$ cat src/sv/sdra_pkg.sv
// Shared types, codes and helpers of the SPH density-rate accumulator.
package sdra_pkg;

   // Request type codes as they arrive on the input channel.
   localparam logic [1:0] REQ_LOAD = 2'd0;
   localparam logic [1:0] REQ_PAIR = 2'd1;
   localparam logic [1:0] REQ_READ = 2'd2;

   // Particle kinds.
   localparam logic [1:0] KIND_FLUID = 2'd0;
   localparam logic [1:0] KIND_WALL  = 2'd1;
   localparam logic [1:0] KIND_WEDGE = 2'd2;

   localparam int IDX_W   = 12;
   localparam int MUL_A_W = 50;
   localparam int MUL_B_W = 33;

   typedef enum logic [1:0] {
      OP_LOAD,
      OP_PAIR,
      OP_READ
   } op_type;

   typedef struct packed {
      op_type             op;
      logic [IDX_W-1:0]   idx;
      logic [IDX_W-1:0]   other;
      logic signed [31:0] vel_x;
      logic signed [31:0] vel_y;
      logic signed [31:0] pos_x;
      logic signed [31:0] pos_y;
      logic [30:0]        mass;
      logic [1:0]         kind;
      logic signed [31:0] grad_x;
      logic signed [31:0] grad_y;
   } entry_type;

   typedef struct packed {
      logic signed [31:0] vel_x;
      logic signed [31:0] vel_y;
      logic signed [31:0] omega;
      logic signed [31:0] center_x;
      logic signed [31:0] center_y;
   } wedge_type;

   typedef struct packed {
      logic                       start;
      logic signed [MUL_A_W-1:0]  a;
      logic signed [MUL_B_W-1:0]  b;
   } mul_req_type;

   typedef struct packed {
      logic               done;
      logic signed [47:0] value;
      logic               sat;
   } mul_rsp_type;

   typedef struct packed {
      logic signed [47:0] value;
      logic               sat;
   } sat_type;

   localparam logic signed [50:0] LIM_POS = 51'sd140737488355327;
   localparam logic signed [50:0] LIM_NEG = -51'sd140737488355328;

   // Clamp to the signed 48-bit range, flag when clamped.
   function automatic sat_type sat48(input logic signed [50:0] v);
      sat_type r;
      r.sat = 1'b1;
      if (v > LIM_POS) begin
         r.value = 48'sh7FFF_FFFF_FFFF;
      end else if (v < LIM_NEG) begin
         r.value = 48'sh8000_0000_0000;
      end else begin
         r.sat   = 1'b0;
         r.value = v[47:0];
      end
      return r;
   endfunction

endpackage

$ cat src/sv/sdra_mul.sv
// Shared Q16.16 multiplier: 16-bit digit per cycle, floored and clamped to 48 bits.
module sdra_mul (
   input  logic                  clock,
   input  logic                  reset,
   input  sdra_pkg::mul_req_type req,
   output sdra_pkg::mul_rsp_type rsp
);
   import sdra_pkg::*;

   localparam int PROD_W = MUL_A_W + 32;
   localparam logic [PROD_W-15:0] HALF = (PROD_W-14)'(1) << 47;

   logic [MUL_A_W-1:0]  mag_a_ff;
   logic [31:0]         mag_b_ff;
   logic                neg_ff;
   logic [PROD_W-1:0]   acc_ff;
   logic                busy_ff;
   logic                digit_ff;
   logic                fin_ff;
   mul_rsp_type         rsp_ff;

   logic [15:0]               digit;
   logic [MUL_A_W+15:0]       pp;
   logic [PROD_W-1:0]         acc_in;
   logic [PROD_W-15:0]        mag_r;
   logic                      sat_r;
   logic signed [47:0]        value_r;

   always_comb begin
      digit  = digit_ff ? mag_b_ff[31:16] : mag_b_ff[15:0];
      pp     = mag_a_ff * digit;
      acc_in = acc_ff + (PROD_W'(pp) << (digit_ff ? 16 : 0));
      // floor toward minus infinity: round the magnitude up when negative
      mag_r  = (PROD_W-14)'(acc_ff[PROD_W-1:16]) + (PROD_W-14)'(neg_ff & (|acc_ff[15:0]));
      sat_r  = neg_ff ? (mag_r > HALF) : (mag_r >= HALF);
      if (sat_r) begin
         value_r = neg_ff ? 48'sh8000_0000_0000 : 48'sh7FFF_FFFF_FFFF;
      end else begin
         value_r = neg_ff ? -$signed(mag_r[47:0]) : $signed(mag_r[47:0]);
      end
   end

   always_ff @(posedge clock) begin
      if (reset) begin
         busy_ff     <= 1'b0;
         fin_ff      <= 1'b0;
         digit_ff    <= 1'b0;
         rsp_ff.done <= 1'b0;
      end else begin
         rsp_ff.done <= 1'b0;
         if (req.start) begin
            mag_a_ff <= req.a[MUL_A_W-1] ? MUL_A_W'(-req.a) : MUL_A_W'(req.a);
            mag_b_ff <= req.b[MUL_B_W-1] ? 32'(-req.b) : 32'(req.b);
            neg_ff   <= req.a[MUL_A_W-1] ^ req.b[MUL_B_W-1];
            acc_ff   <= '0;
            busy_ff  <= 1'b1;
            digit_ff <= 1'b0;
         end else if (busy_ff) begin
            acc_ff   <= acc_in;
            digit_ff <= ~digit_ff;
            if (digit_ff) begin
               busy_ff <= 1'b0;
               fin_ff  <= 1'b1;
            end
         end else if (fin_ff) begin
            fin_ff       <= 1'b0;
            rsp_ff.done  <= 1'b1;
            rsp_ff.value <= value_r;
            rsp_ff.sat   <= sat_r;
         end
      end
   end

   assign rsp = rsp_ff;

endmodule

$ cat config.mk
export PLATFORM = sky130hd
export DESIGN_NAME = sdra_mul
export DESIGN_NICKNAME = d
export VERILOG_FILES = /design/src/sv/sdra_pkg.sv /design/src/sv/sdra_mul.sv
export SDC_FILE = /design/constraint.sdc
export NUM_CORES = 2
export LEC_CHECK = 0
export ABC_AREA = 1
export BUFFER_PORTS_ARGS = -buffer_cell sky130_fd_sc_hd__buf_4
export CORE_AREA = 2 2 268 270
export DETAILED_ROUTE_END_ITERATION = 7
export DIE_AREA = 0 0 270 272
export PLACE_DENSITY = 0.87
export SLEW_MARGIN = 20
export SYNTH_ARGS = -nofsm -noshare
export SYNTH_HDL_FRONTEND = slang
export SYNTH_SLANG_ARGS = --single-unit
$ cat constraint.sdc
create_clock -name clock -period 10 [get_ports clock]
set_input_delay 1.5 -clock clock [delete_from_list [all_inputs] [get_ports clock]]
set_output_delay 1.5 -clock clock [all_outputs]
set_load 0.01 [all_outputs]
Word-level counts from Yosys, hierarchy flattened
Index checks and enable logic that the tools add are counted.

Bitwise gates (word level): 6. Divide/modulo/power cells: 0. Multiplexer cells: 15. Magnitude comparators: 2. Eq/ne operators: 1. Add/sub/neg operators: 5. Reductions and logical operators: 8. $mul: 1. Shifts and indexed selects: 1.

Operator list (count): 2-to-1 mux 48 bit (3); adder 82 bit (1); 2-to-1 mux 82 bit (1); left shift 66 x 5 -> 82 bit (1); adder 66 x 1 -> 67 bit (1); >= comparator 67 x 48 -> 1 bit, second input constant (1); greater-than comparator 67 x 48 -> 1 bit, second input constant (1); multiplier 50 x 16 -> 66 bit (1); 2-to-1 mux 50 bit (1); negation 50 bit (1); 2-to-1 mux 49 bit (1); negation 48 bit (1); 2-to-1 mux 32 bit (1); negation 32 bit (1); 2-to-1 mux 16 bit (1); OR reduction 16 bit (1); 2-to-1 mux 1 bit (6); AND reduction 2 bit (3); 2-to-1 mux 5 bit (1); NOT 1 bit (4); AND reduction 4 bit (1); OR reduction 3 bit (1); inequality test 2 x 1 -> 1 bit, second input constant (1); nonzero test 2 bit (1); 3 further kinds (3).

Input bits: 86. Logic and storage cells: 50. Bits in registers: 218. Bits in read-only memories: 0. Memory bits (writable): 0. Memories kept: 0. Output and inout port bits: 50. Bits in latches: 0.

Longest topological paths before layout
Word-level depth: 7. Gate-level depth with buffers: 49. Depth with buffers taken out: 46.

Least setup slack after synthesis
No wires, ideal clock.

Kind: flip-flop to flip-flop. Start: register digit_ff. End: register acc_ff[78] (data pin). Path slack: 1.594 ns. Cell stages (with the launch flop): 44. Path buffers: 3. Data arrival time: 8.154 ns. Data required time: 9.747 ns. Cell sequence: dfxtp_1 inv_1 clkbuf_1 or2_2 nand2_1 clkbuf_1 clkbuf_1 nor2_1 fa_1 inv_1 fa_1 fa_1 inv_1 fa_1 fa_1 inv_1 fa_1 inv_1 [... 8 more ...] nand2_1 or2_2 nand3_1 o21ai_0 ha_1 nand2_1 nor2_1 inv_1 nor2_1 inv_1 nor4_1 nand4_1 nand3_1 nand2_1 nand3_1 nand2_1 nand2_1 nor2_1.

Cells in the longest elaborated chain, start to end: 5. Elaborated cells on any way between the ends: 6.

RTL lines: start, declared (RTL line sdra_mul.sv:18) `logic digit_ff;`; start signal, assigned (RTL line sdra_mul.sv:60) `digit_ff <= ~digit_ff;`; 2-to-1 mux 16 bit (RTL line sdra_mul.sv:30) `digit = digit_ff ? mag_b_ff[31:16] : mag_b_ff[15:0];`; multiplier 50 x 16 -> 66 bit (RTL line sdra_mul.sv:31) `pp = mag_a_ff * digit;`; left shift 66 x 5 -> 82 bit (*) (RTL line sdra_mul.sv:32) `acc_in = acc_ff + (PROD_W'(pp) << (digit_ff ? 16 : 0));`; adder 82 bit (*) (RTL line sdra_mul.sv:32); 2-to-1 mux 82 bit (*) (RTL line sdra_mul.sv:58) `end else if (busy_ff) begin`; end signal, assigned (RTL line sdra_mul.sv:59) `acc_ff <= acc_in;`; end, declared (RTL line sdra_mul.sv:16) `logic [PROD_W-1:0] acc_ff;`.

Every way passes the cells marked *; elsewhere a longest branch is shown, timed or not. The select of a mux whose other input is x is not followed. A chain may end at the register's enable or synchronous reset.

Final worst setup path
Start: register digit_ff. End: register acc_ff[58] (data pin).

Same word-level chain as after synthesis.

==> flow_metrics.py <==
metrics = {
    "logic_synthesis": {
        "ys_dominant_reg_cell": "edfxtp_1",
        "yosys_warnings": 0,
        "synth-seq-cells": 218,
        "yosysTopAreaCell": "fa_1",
        "syn-cell-area_um2": 45500,
        "synth_compound_area_frac": 0.0883,
        "muxShareOfSynthArea": 0.000220,
        "ys_async_sr_fraction": 0,
        "syn_avg_cell_area_um2": 7.18,
        "synthAdderAreaFrac": 0.359,
        "synth.area.top_cells": "fa_1, edfxtp_1, nand2_1, inv_1, nor2_1",
        "synth-simple-area-share": 0.257,
        "synth_cell_types": 53,
        "synth_edf_count": 214,
        "synth_top_family_by_area": "adder cells",
        "netlist_instances": 6342,
        "synthesis.nets": 7330,
        "synth_top_cell_area_share": 0.295,
        "synthXorXnorAreaFrac": 0.0323,
        "ys_seq_area_frac": 0.143,
    },
    "place": {
        "hpwl_um": 135000,
        "gp_congestion": 1.06,
        "placed_area_um2": 48600,
        "placed_cells": 7433,
        "port_buffers": 135,
    },
    "global_route": {
        "grt_first_pass_wirelength_um": 254000,
        "grt_pass1_vias": 45200,
        "grt-ovfl-total": 0,
        "grt_max_degree": 71,
        "antenna_found_initial": 5,
        "grt_use_total": 0.451,
    },
    "sta": {
        "finalMaxSlewViolations": 0,
        "period_needed_ns": 9.68,
        "max_freq_mhz": 103,
        "setup_viol": 0,
        "hold_viol_final": 0,
        "tightestPinTransition_ns": 1.03,
        "fin_worst_skew_ns": 0.0231,
        "rsz0062_at_grt": "no",
        "finalSetupTns_ns": 0,
        "post-route-period-util": 0.968,
        "slew_headroom": 0.309,
    },
    "worst_setup_path": {
        "worst_ep_arrival_time_ns": 10.08,
        "cp-end-kind": "flop",
        "cp.required_ns": 10.40,
        "worst_path_largest_cell_delay_ns": 0.55,
        "slowest_stage": "fa_1",
        "start_kind": "flop",
        "path_max_fanout": 29,
        "worstSetupPathType": "reg -> reg",
    },
    "detailed_routing": {
        "vias": 44500,
        "wirelength_um": 163000,
        "first_iter_violations": 5529,
        "final_antenna_net_count": 0,
        "drt_pre_antenna_iters": 8,
        "viasPerCell": 5.93,
        "drc": 1,
        "wl_per_cell_um": 21.7,
    },
    "flow_run": {
        "drv_cap": 0,
    },
    "clock_tree": {
        "htreeDepth": 1,
        "cts-root-buf": "clkbuf_16",
        "clkLatencyLatePin_ns": 0.65,
        "cts_tree": "done",
        "cts.sinks": 218,
        "cts.hold.buffers_added": 0,
        "clk_path_buf_depth": 3,
        "numCtsBuffers": 28,
        "clk_pin_slew_ns": 0.07,
    },
    "final_layout": {
        "fin_nets": 7509,
        "area_delta_synth_final_pct": 9.23,
        "final_area_um2": 49700,
        "fin_cells": 7495,
        "drive_gt1_frac": 0.0758,
    },
    "floorplan": {
        "io_pins": 136,
        "core_region_area_um2": 70800,
        "die-area_um2": 73400,
        "rows": 98,
        "dieWidth_um": 270,
        "start_util": 0.643,
        "die_y_um": 272,
    },
    "run_status": {
        "outcome": "finished, violations left",
        "violations": "DRC",
    },
    "worst_hold_path": {
        "hold_class": "reg -> reg",
    },
}
==> sequential cells by signal (all words and copies together), names as in the netlist <==
signal / flops
mag_a_ff: 50
acc_ff: 82
fin_ff: 1
busy_ff: 1
mag_b_ff: 32
neg_ff: 1
rsp: 50
digit_ff: 1
==> critical path, delay by kind of cell, from the launching register on <==
kind	cells	cell delay, ns
buffers and inverters	8	1.12
XOR/XNOR	1	0.40
adder cells (fa/ha/maj)	8	3.73
flip-flops	1	0.42
AO/OA/AOI/OAI	10	2.32
AND/OR/NAND/NOR	11	1.40
==> per-stage QoR <==
stage / util / setup slack (ns) / hold WS [ns]
6_report: 0.703 / 0.320 / 0.531
4_1_cts: 0.700 / 0.00891 / 0.526
3_5_place_dp: 0.687 / 0.0589 / 0.513
3_3_place_gp: 0.687 / 0.0254 / 0.489
2_1_floorplan: - / 1.59 / 0.438
5_1_grt: 0.703 / 0.0169 / 0.551
==> area by class of cell <==
cell class                 count  area [um^2]
antenna                        2         5.00
inverter                    1265         4760
clock buffer                  31          722
tap                          950         1190
sequential                   218         6510
multi-input combinational   4679        33600
clock inverter                21          246
fill                        5728        21000
timing repair buffer         329         2670
==> cell families (layout without fill, tap and decap cells) <==
kind of cell	Yosys count	after routing
other cells	0	2
mux	1	1
buf+inv	1445	1646
xor+xnor	167	167
compound gates	744	744
flops	218	218
fa+ha+maj	902	902
simple gates	2865	2865
==> worst paths after layout <==
path	startpoint	end	slack, ns	cells after the start
min reg2reg	busy_ff$_SDFF_PP0_	rsp[49]$_SDFF_PP0_	0.53	1
min	busy_ff$_SDFF_PP0_	rsp[49]$_SDFF_PP0_	0.53	1
max reg2reg	digit_ff$_SDFFE_PP0P_	acc_ff[58]$_SDFFCE_PP0P_	0.32	38
max	digit_ff$_SDFFE_PP0P_	acc_ff[58]$_SDFFCE_PP0P_	0.32	38
==> repair_timing <==
item,in CTS,in global routing
setup buffers,0,8
endpoints found under the setup margin,0,44
gates resized for setup,0,34
==> synth_stat cells (all sizes together), types with 27 or more instances <==
master	n
o21bai	28
xor2	107
a21oi	316
nand2	1576
xnor2	60
inv	1259
fa	671
clkbuf	141
nor2	896
buf	39
nor3	63
ha	231
nand4	58
or2	44
edfxtp	214
a31oi	27
o21ai	300
nand3	179
==> layout by cell type (no fill, tap or decap), types with 25 or more instances in the layout <==
| cell type | synthesis | final |
|---|---|---|
| nand2_1 | 1559 | 1556 |
| inv_1 | 1259 | 1257 |
| nor2_1 | 873 | 871 |
| fa_1 | 671 | 671 |
| a21oi_1 | 316 | 313 |
| buf_4 | 7 | 312 |
| o21ai_0 | 295 | 288 |
| ha_1 | 231 | 229 |
| edfxtp_1 | 214 | 214 |
| nand3_1 | 174 | 172 |
| xor2_1 | 106 | 104 |
| nor3_1 | 63 | 62 |
| xnor2_1 | 60 | 59 |
| nand4_1 | 58 | 58 |
| or2_2 | 44 | 44 |
| clkbuf_16 | 0 | 28 |
| a31oi_1 | 27 | 27 |
| o21bai_1 | 28 | 27 |
| a21o_1 | 25 | 25 |
==> routing by layer <==
layer	share of wire	GRT usage	vias up
met5	0.00017	0	-
met4	0.056	0.211	4
met3	0.14	0.110	617
met2	0.43	0.689	3169
met1	0.38	0.609	20900
li1	-	-	19800
Power is not shown: default switching activity piles up to over one toggle a cycle in this logic, so the estimate is an artifact.
