--- src/sv/sdra_pkg.sv ---
// Shared types, codes and helpers of the SPH density-rate accumulator.
package sdra_pkg;

   // Request type codes as they arrive on the input channel.
   localparam logic [1:0] REQ_LOAD = 2'd0;
   localparam logic [1:0] REQ_PAIR = 2'd1;
   localparam logic [1:0] REQ_READ = 2'd2;

   // Particle kinds.
   localparam logic [1:0] KIND_FLUID = 2'd0;
   localparam logic [1:0] KIND_WALL  = 2'd1;
   localparam logic [1:0] KIND_WEDGE = 2'd2;

   localparam int IDX_W   = 12;
   localparam int MUL_A_W = 50;
   localparam int MUL_B_W = 33;

   typedef enum logic [1:0] {
      OP_LOAD,
      OP_PAIR,
      OP_READ
   } op_type;

   typedef struct packed {
      op_type             op;
      logic [IDX_W-1:0]   idx;
      logic [IDX_W-1:0]   other;
      logic signed [31:0] vel_x;
      logic signed [31:0] vel_y;
      logic signed [31:0] pos_x;
      logic signed [31:0] pos_y;
      logic [30:0]        mass;
      logic [1:0]         kind;
      logic signed [31:0] grad_x;
      logic signed [31:0] grad_y;
   } entry_type;

   typedef struct packed {
      logic signed [31:0] vel_x;
      logic signed [31:0] vel_y;
      logic signed [31:0] omega;
      logic signed [31:0] center_x;
      logic signed [31:0] center_y;
   } wedge_type;

   typedef struct packed {
      logic                       start;
      logic signed [MUL_A_W-1:0]  a;
      logic signed [MUL_B_W-1:0]  b;
   } mul_req_type;

   typedef struct packed {
      logic               done;
      logic signed [47:0] value;
      logic               sat;
   } mul_rsp_type;

   typedef struct packed {
      logic signed [47:0] value;
      logic               sat;
   } sat_type;

   localparam logic signed [50:0] LIM_POS = 51'sd140737488355327;
   localparam logic signed [50:0] LIM_NEG = -51'sd140737488355328;

   // Clamp to the signed 48-bit range, flag when clamped.
   function automatic sat_type sat48(input logic signed [50:0] v);
      sat_type r;
      r.sat = 1'b1;
      if (v > LIM_POS) begin
         r.value = 48'sh7FFF_FFFF_FFFF;
      end else if (v < LIM_NEG) begin
         r.value = 48'sh8000_0000_0000;
      end else begin
         r.sat   = 1'b0;
         r.value = v[47:0];
      end
      return r;
   endfunction

endpackage

--- src/sv/sdra_fifo.sv ---
// Two-entry queue between the front end and the execution back end.
module sdra_fifo (
   input  logic                  clock,
   input  logic                  reset,
   input  logic                  push,
   input  sdra_pkg::entry_type   push_data,
   input  logic                  pop,
   output sdra_pkg::entry_type   head,
   output logic                  head_valid,
   output logic                  full
);
   import sdra_pkg::*;

   entry_type  slot_ff [2];
   logic       wr_ptr_ff, wr_ptr_in;
   logic       rd_ptr_ff, rd_ptr_in;
   logic [1:0] count_ff, count_in;

   assign head       = slot_ff[rd_ptr_ff];
   assign head_valid = (count_ff != 2'd0);
   assign full       = (count_ff == 2'd2);

   always_comb begin
      wr_ptr_in = wr_ptr_ff ^ push;
      rd_ptr_in = rd_ptr_ff ^ pop;
      count_in  = count_ff + 2'(push) - 2'(pop);
   end

   always_ff @(posedge clock) begin
      if (reset) begin
         wr_ptr_ff <= 1'b0;
         rd_ptr_ff <= 1'b0;
         count_ff  <= 2'd0;
      end else begin
         wr_ptr_ff <= wr_ptr_in;
         rd_ptr_ff <= rd_ptr_in;
         count_ff  <= count_in;
      end
      if (push) begin
         slot_ff[wr_ptr_ff] <= push_data;
      end
   end

endmodule

--- config.mk ---
export PLATFORM = sky130hd
export DESIGN_NAME = sdra_fifo
export DESIGN_NICKNAME = d
export VERILOG_FILES = /design/src/sv/sdra_pkg.sv /design/src/sv/sdra_fifo.sv
export SDC_FILE = /design/constraint.sdc
export NUM_CORES = 1
export LEC_CHECK = 0
export BUFFER_PORTS_ARGS = -buffer_cell sky130_fd_sc_hd__clkbuf_2
export CAP_MARGIN = 25
export CORE_UTILIZATION = 25
export CTS_BUF_LIST = sky130_fd_sc_hd__clkbuf_8
export DETAILED_ROUTE_END_ITERATION = 7
export PLACE_DENSITY = 0.47
export SYNTH_ARGS = -nofsm -noshare
export SYNTH_HDL_FRONTEND = slang
export SYNTH_SLANG_ARGS = --single-unit
--- constraint.sdc ---
create_clock -name clock -period 6.45 [get_ports clock]
set_input_delay 0.645 -clock clock [delete_from_list [all_inputs] [get_ports clock]]
set_output_delay 0.645 -clock clock [all_outputs]
set_load 0.01 [all_outputs]
# Word-level counts from Yosys, hierarchy flattened
# Memory sizes are Yosys's and may differ from the RTL's. A register that Yosys moved wholly into a read port is not among the register bits.
# Index checks and enable logic that the tools add are counted.
# op_classes
bitwise_logic	2
n_reduce_logical	1
n_addsub	2
mux	3
n_eq_ne	1
# ops
op	n
$mux 1	3
$add 2x1->2	1
$eq 2x2->1 const B	1
$reduce_bool 2->1	1
$sub 2x1->2	1
$xor 1x1->1	2
# totals
reg_bits	4
input_bits	255
memories	1
mem_bits_rw	502
# memory_table
name	words	word_bits	rd	rd_clocked_by_memory_dff	wr	line_no	source
slot_ff	2	251	1	1	1	sdra_fifo.sv:14	entry_type slot_ff [2];

# Depth between registers and ports, before layout
# Gate-level depths: netlist of the first run.
# logic_depth
ltp_word	2
depth_mapped	6
depth_no_buf	6

# Least setup slack after synthesis of the first run
# Ideal clock, no wire load.
# synth_timing
path_type	in2reg
from	input port push
to	memory slot_ff[0][0] (netlist bit), enable pin
setup_time_ns	0.645
stages	1
n_path_buf	0
t_arrival_ns	6.428
path_slack_ns	-0.624
required_ns	5.805
cell_sequence	ha_1
# synth_between
elab_chain_cells	2
# synth_lines
element	line_no	source
start, declared	sdra_fifo.sv:5	input logic push,
$mux 1	sdra_fifo.sv:39	if (push) begin
$mux 1 (not written as such)	sdra_fifo.sv:40	slot_ff[wr_ptr_ff] <= push_data;
end, declared	sdra_fifo.sv:14	
# No other way between the ends.

==> flow_metrics.tcl, run 1 <==
set metrics [dict create \
    globalplace.congestion 0.717 \
    core_um2 72800 \
    hold_violations 0 \
    max_slew_margin 0.311 \
    grt_usage 0.108 \
    setup.worst_path.start_class "register" \
    core.rowCount 99 \
    io_pins 508 \
    dieHeight_um 273 \
    synth_seq_cells 506 \
    cts-resized-gates 0 \
    p_switching_mw 1.72 \
    fin_crit_ns 3.34 \
    ys_warn_count 0 \
    dp_hpwl_um 26600 \
    hp-class "input pin to register" \
    critical_path_arrival_ns 2.69 \
    tritoncts "built" \
    run_status "completed" \
    drc 0 \
    wl_per_cell_um 17.3 \
    rsz0062_at_grt "no" \
    crit_required_ns 5.80 \
    finalSetupViolCount 0 \
    p_leak_nw 8.78 \
    die_area_um2 74600 \
    clock-sinks 506 \
    synth_area_um2 18400 \
    p_seq_frac 0.539 \
    final_cell_mix "507 x clkbuf_2, 502 x edfxtp_1, 251 x mux2_2" \
    grt_max_degree 136 \
    first_pass_iters 4 \
    cts_made_buffers 87 \
    end_kind "output pin" \
    clkPwrFrac 0.351 \
    num-nets-final 1635 \
    drive_above_1_share 0.610 \
    peakVddDrop_mv 0.176 \
    start_util 0.252 \
    p_sw_frac 0.238 \
    clk_latency_ns 0.64 \
    syn_nets 1059 \
    fp.dieW_um 273 \
    wl_um 41300 \
    tightest_slew_ns 1.03 \
    synthCells 800 \
    p_int_mw 5.51 \
    htree_num_levels 3 \
    routed_via_density 3.95 \
    synth_cell_type_count 12 \
    grt-ovfl-total 0 \
    critPathMaxFanout 128 \
    p_comb_frac 0.110 \
    fin_setup_tns_ns 0 \
    drv_slew 0 \
    synth_area_per_cell_um2 23.0 \
    antenna_found_initial 5 \
    vias 9414 \
    crit_type "register to output pin" \
    cts_setup_buffers 0 \
    area_growth_pct 27.6 \
    cap_violations 0 \
    total_power_mw 7.23 \
    yosysSeqAreaShare 0.825 \
    finalCritPeriodShare 0.518 \
    clkTransAtPathRegs_ns 0.06 \
    fmax_mhz 300 \
    drtIter0Drc 389 \
    grt_pass1_wl_um 60300 \
    ant_nets 0 \
    grt_pass1_vias 10153 \
    fin_skew_ns 0.0244 \
    clockBufferDepth 3 \
    power_density_nw_per_um2 308 \
    ctsHoldBuffers 0 \
    layout.cells.most_common "clkbuf_2" \
    root_buffer "clkbuf_8" \
    port_buffers 507 \
]
==> through the flow <==
stage	hold WS, ns	area [µm²]	worst slack (ns)	util	std cells
floorplan	0.545	18400	2.16	-	800
detailed placement	0.609	22000	3.66	0.302	2246
CTS	0.0626	23500	2.93	0.322	2383
global route	0.100	23500	2.89	0.322	2383
global placement	0.596	22000	3.68	0.302	2246
finish	0.177	23500	3.11	0.322	2384
==> flip-flops by register name (all words and copies together), names as in the netlist <==
signal	flops
count_ff	2
rd_ptr_ff	1
slot_ff	502
wr_ptr_ff	1
==> synth_stat cells (all sizes together) <==
| library cell | number | area share |
|---|---|---|
| edfxtp | 502 | 0.82 |
| mux2 | 251 | 0.15 |
| buf | 28 | 0.015 |
| dfxtp | 4 | 0.0044 |
| ha | 4 | 0.0027 |
| inv | 3 | 0.00061 |
| nor2 | 3 | 0.00061 |
| nor2b | 2 | 0.00068 |
| or2 | 1 | 0.00034 |
| xnor2 | 1 | 0.00048 |
| xnor3 | 1 | 0.0012 |
==> worst paths after layout <==
kind,slack (ns),endpoint,from,cells past startpoint
worst max-delay path,3.11,head[149],rd_ptr_ff,3
worst min-delay path,0.18,slot_ff[0][240],push_data[240],1
worst max register to register,4.14,slot_ff[1][10],wr_ptr_ff,2
worst min register to register,0.61,wr_ptr_ff,wr_ptr_ff,3
==> cells by family (layout without fill, tap and decap cells) <==
kind of cell | Yosys count | after routing | share of synthesized area
AND/OR/NAND/NOR | 6 | 6 | 0.00163
other | 0 | 1 | 0
flip-flops | 506 | 506 | 0.825
buffers and inverters | 31 | 655 | 0.0154
multiplexers | 251 | 251 | 0.154
adder cells (fa/ha/maj) | 4 | 4 | 0.00272
XOR/XNOR | 2 | 2 | 0.00170
==> layer usage <==
metal / GRT usage / vias up / part of all wire
li1: - / 4343 / -
met1: 0.115 / 4566 / 0.37
met2: 0.176 / 395 / 0.48
met3: 0.0564 / 102 / 0.12
met4: 0.0482 / 8 / 0.032
met5: 0 / - / 0.0015
==> power by group through the flow <==
stage | clock (mW) | combinational, mW | sequential (mW)
3_5_place_dp | 0 | 0.823 | 3.96
3_3_place_gp | 0 | 0.819 | 3.95
4_1_cts | 2.67 | 0.827 | 3.90
2_1_floorplan | 0 | 0.464 | 3.96
6_report | 2.54 | 0.798 | 3.90
5_1_grt | 2.79 | 0.873 | 3.91
==> critical path, cell delays in order (launching register included) <==
cell and delay, ns:
dfxtp_4 0.67, buf_12 0.52, mux2_2 0.42, clkbuf_2 0.14
==> final cells by class <==
type / instances / area (µm²)
multi-input cells: 263 / 2960
inverters: 3 / 11.3
diodes: 1 / 2.50
flip-flops and latches: 506 / 15200
repair buffers: 515 / 2650
clock inverters: 48 / 246
well taps: 959 / 1200
clock buffers: 89 / 1220
fillers: 7227 / 49400
Note: power is estimated with default switching activity, not from simulation.
==> run 2, diff against run 1 <==
Clock period 6.45 ns to 2.82 ns, I/O delays scaled along.
==> flow_metrics.tcl, run 2 (synthesized netlist as in run 1, its figures left out) <==
set metrics [dict create \
    top_register "slot_ff" \
    grt-ovfl-total 0 \
    slowest_stage "dfxtp_4" \
    start_util 0.252 \
    dieHeight_um 273 \
    grt_usage 0.116 \
    reg2reg_slack_ns 1.20 \
    cts-resized-gates 0 \
    wl_um 44600 \
    clock-sinks 506 \
    layout.cells.non_filler 2681 \
    ctsHoldBuffers 254 \
    crit_cells 3 \
    die_area_um2 74600 \
    grt_pass1_vias 11639 \
    p_switching_mw 4.09 \
    crit_buf_inv 2 \
    clkPwrFrac 0.347 \
    hold_violations 0 \
    crit_required_ns 2.54 \
    crit_family "flip-flops" \
    fmax_mhz 405 \
    drtIter0Drc 340 \
    dp_hpwl_um 30000 \
    drc 0 \
    reg2reg_to "slot_ff[0][214]" \
    layout.cells.most_common "clkbuf_2" \
    fp.dieW_um 273 \
    clk_latency_ns 0.64 \
    end_kind "output pin" \
    largest_registers "slot_ff: 502 flops, count_ff: 2 flops" \
    clockBufferDepth 3 \
    dp_cells 2277 \
    ant_nets 0 \
    setup.worst_path.start_class "register" \
    cts_made_buffers 86 \
    core_um2 72800 \
    final_cell_mix "507 x clkbuf_2, 502 x edfxtp_1, 254 x dlygate4sd3_1" \
    globalplace.congestion 0.733 \
    wl_per_cell_um 16.6 \
    grt_max_degree 72 \
    r2r-start "wr_ptr_ff" \
    first_pass_iters 6 \
    tritoncts "built" \
    critPathCapture "head[170]" \
    fin_crit_ns 2.47 \
    num-nets-final 1919 \
    core.rowCount 99 \
    max_slew_margin 0.671 \
    vias 10599 \
    p_leak_nw 10.0 \
    io_pins 508 \
    cp-startpoint "rd_ptr_ff" \
    p_sw_frac 0.240 \
    critical_path_arrival_ns 2.19 \
    cpPeakStageDelay_ns 0.54 \
    port_buffers 507 \
    cap_violations 0 \
    power_density_nw_per_um2 646 \
    drive_above_1_share 0.523 \
    drv_slew 0 \
    area_growth_pct 43.7 \
    fin_setup_tns_ns 0 \
    clkTransAtPathRegs_ns 0.06 \
    path_cells "buf_12 > mux2_2 > clkbuf_2" \
    p_comb_frac 0.132 \
    critPathMaxFanout 69 \
    routed_via_density 3.95 \
    finalSetupViolCount 0 \
    run_status "completed" \
    crit_type "register to output pin" \
    largest_reg_flops 502 \
    p_int_mw 13.0 \
    antenna_found_initial 1 \
    peakVddDrop_mv 0.424 \
    tightest_slew_ns 0.493 \
    grt_pass1_wl_um 65500 \
    fin_skew_ns 0.0198 \
    htree_num_levels 3 \
    finalCritPeriodShare 0.875 \
    r2r_cells 3 \
    root_buffer "clkbuf_8" \
    hp-class "input pin to register" \
    cts_setup_buffers 0 \
    rsz0062_at_grt "no" \
    p_seq_frac 0.521 \
]
==> run 2: per-layer routing <==
metal | global-route usage | up-vias | routed length, µm
li1 | - | 4944 | -
met1 | 0.127 | 5196 | 17400
met2 | 0.198 | 395 | 22000
met3 | 0.0463 | 64 | 4170
met4 | 0.0470 | 0 | 997
met5 | 0 | - | 0
==> run 2: worst min-delay path: cells and delay by family <==
| kind | cells | cell delay, ns |
|---|---|---|
| buf+inv | 1 | 0.11 |
| xor+xnor | 1 | 0.22 |
| simple gates | 1 | 0.04 |
| fa+ha+maj | 1 | 0.14 |
==> run 2: worst min-delay path by stage <==
stage | start | to | slack [ns] | depth (start not counted)
finish | pop | count_ff[1] | 0.20 | 4
CTS | pop | count_ff[1] | 0.11 | 4
global placement | push_data[108] | slot_ff[0][108] | 0.47 | 1
detailed placement | push_data[210] | slot_ff[1][210] | 0.47 | 1
global route | pop | count_ff[1] | 0.18 | 4
floorplan | reset | wr_ptr_ff | 0.35 | 1
==> run 2: through the flow <==
stage | setup WS, ns | power [mW] | util | area, µm² | hold WS, ns
6_report | 0.351 | 17.1 | 0.363 | 26400 | 0.199
3_5_place_dp | 1.01 | 11.1 | 0.307 | 22300 | 0.475
4_1_cts | 0.241 | 17.5 | 0.363 | 26400 | 0.106
2_1_floorplan | 0.164 | 10.1 | - | 18400 | 0.349
5_1_grt | 0.216 | 17.9 | 0.363 | 26400 | 0.177
3_3_place_gp | 1.01 | 11.0 | 0.307 | 22300 | 0.471
==> run 2: final cells by class <==
| cell class | count | area (µm²) |
|---|---|---|
| fillers | 7011 | 46400 |
| inverters | 3 | 11.3 |
| multi-input cells | 263 | 2960 |
| well taps | 959 | 1200 |
| flip-flops and latches | 506 | 15200 |
| clock buffers | 87 | 1200 |
| repair buffers | 800 | 5550 |
| clock inverters | 62 | 333 |
| diodes | 1 | 2.50 |
==> run 2: power groups by stage <==
stage | logic [mW] | clock network (mW) | registers (mW)
6_report | 2.26 | 5.92 | 8.90
5_1_grt | 2.44 | 6.53 | 8.93
4_1_cts | 2.32 | 6.24 | 8.90
3_5_place_dp | 2.01 | 0 | 9.05
3_3_place_gp | 2.00 | 0 | 9.04
2_1_floorplan | 1.07 | 0 | 9.04
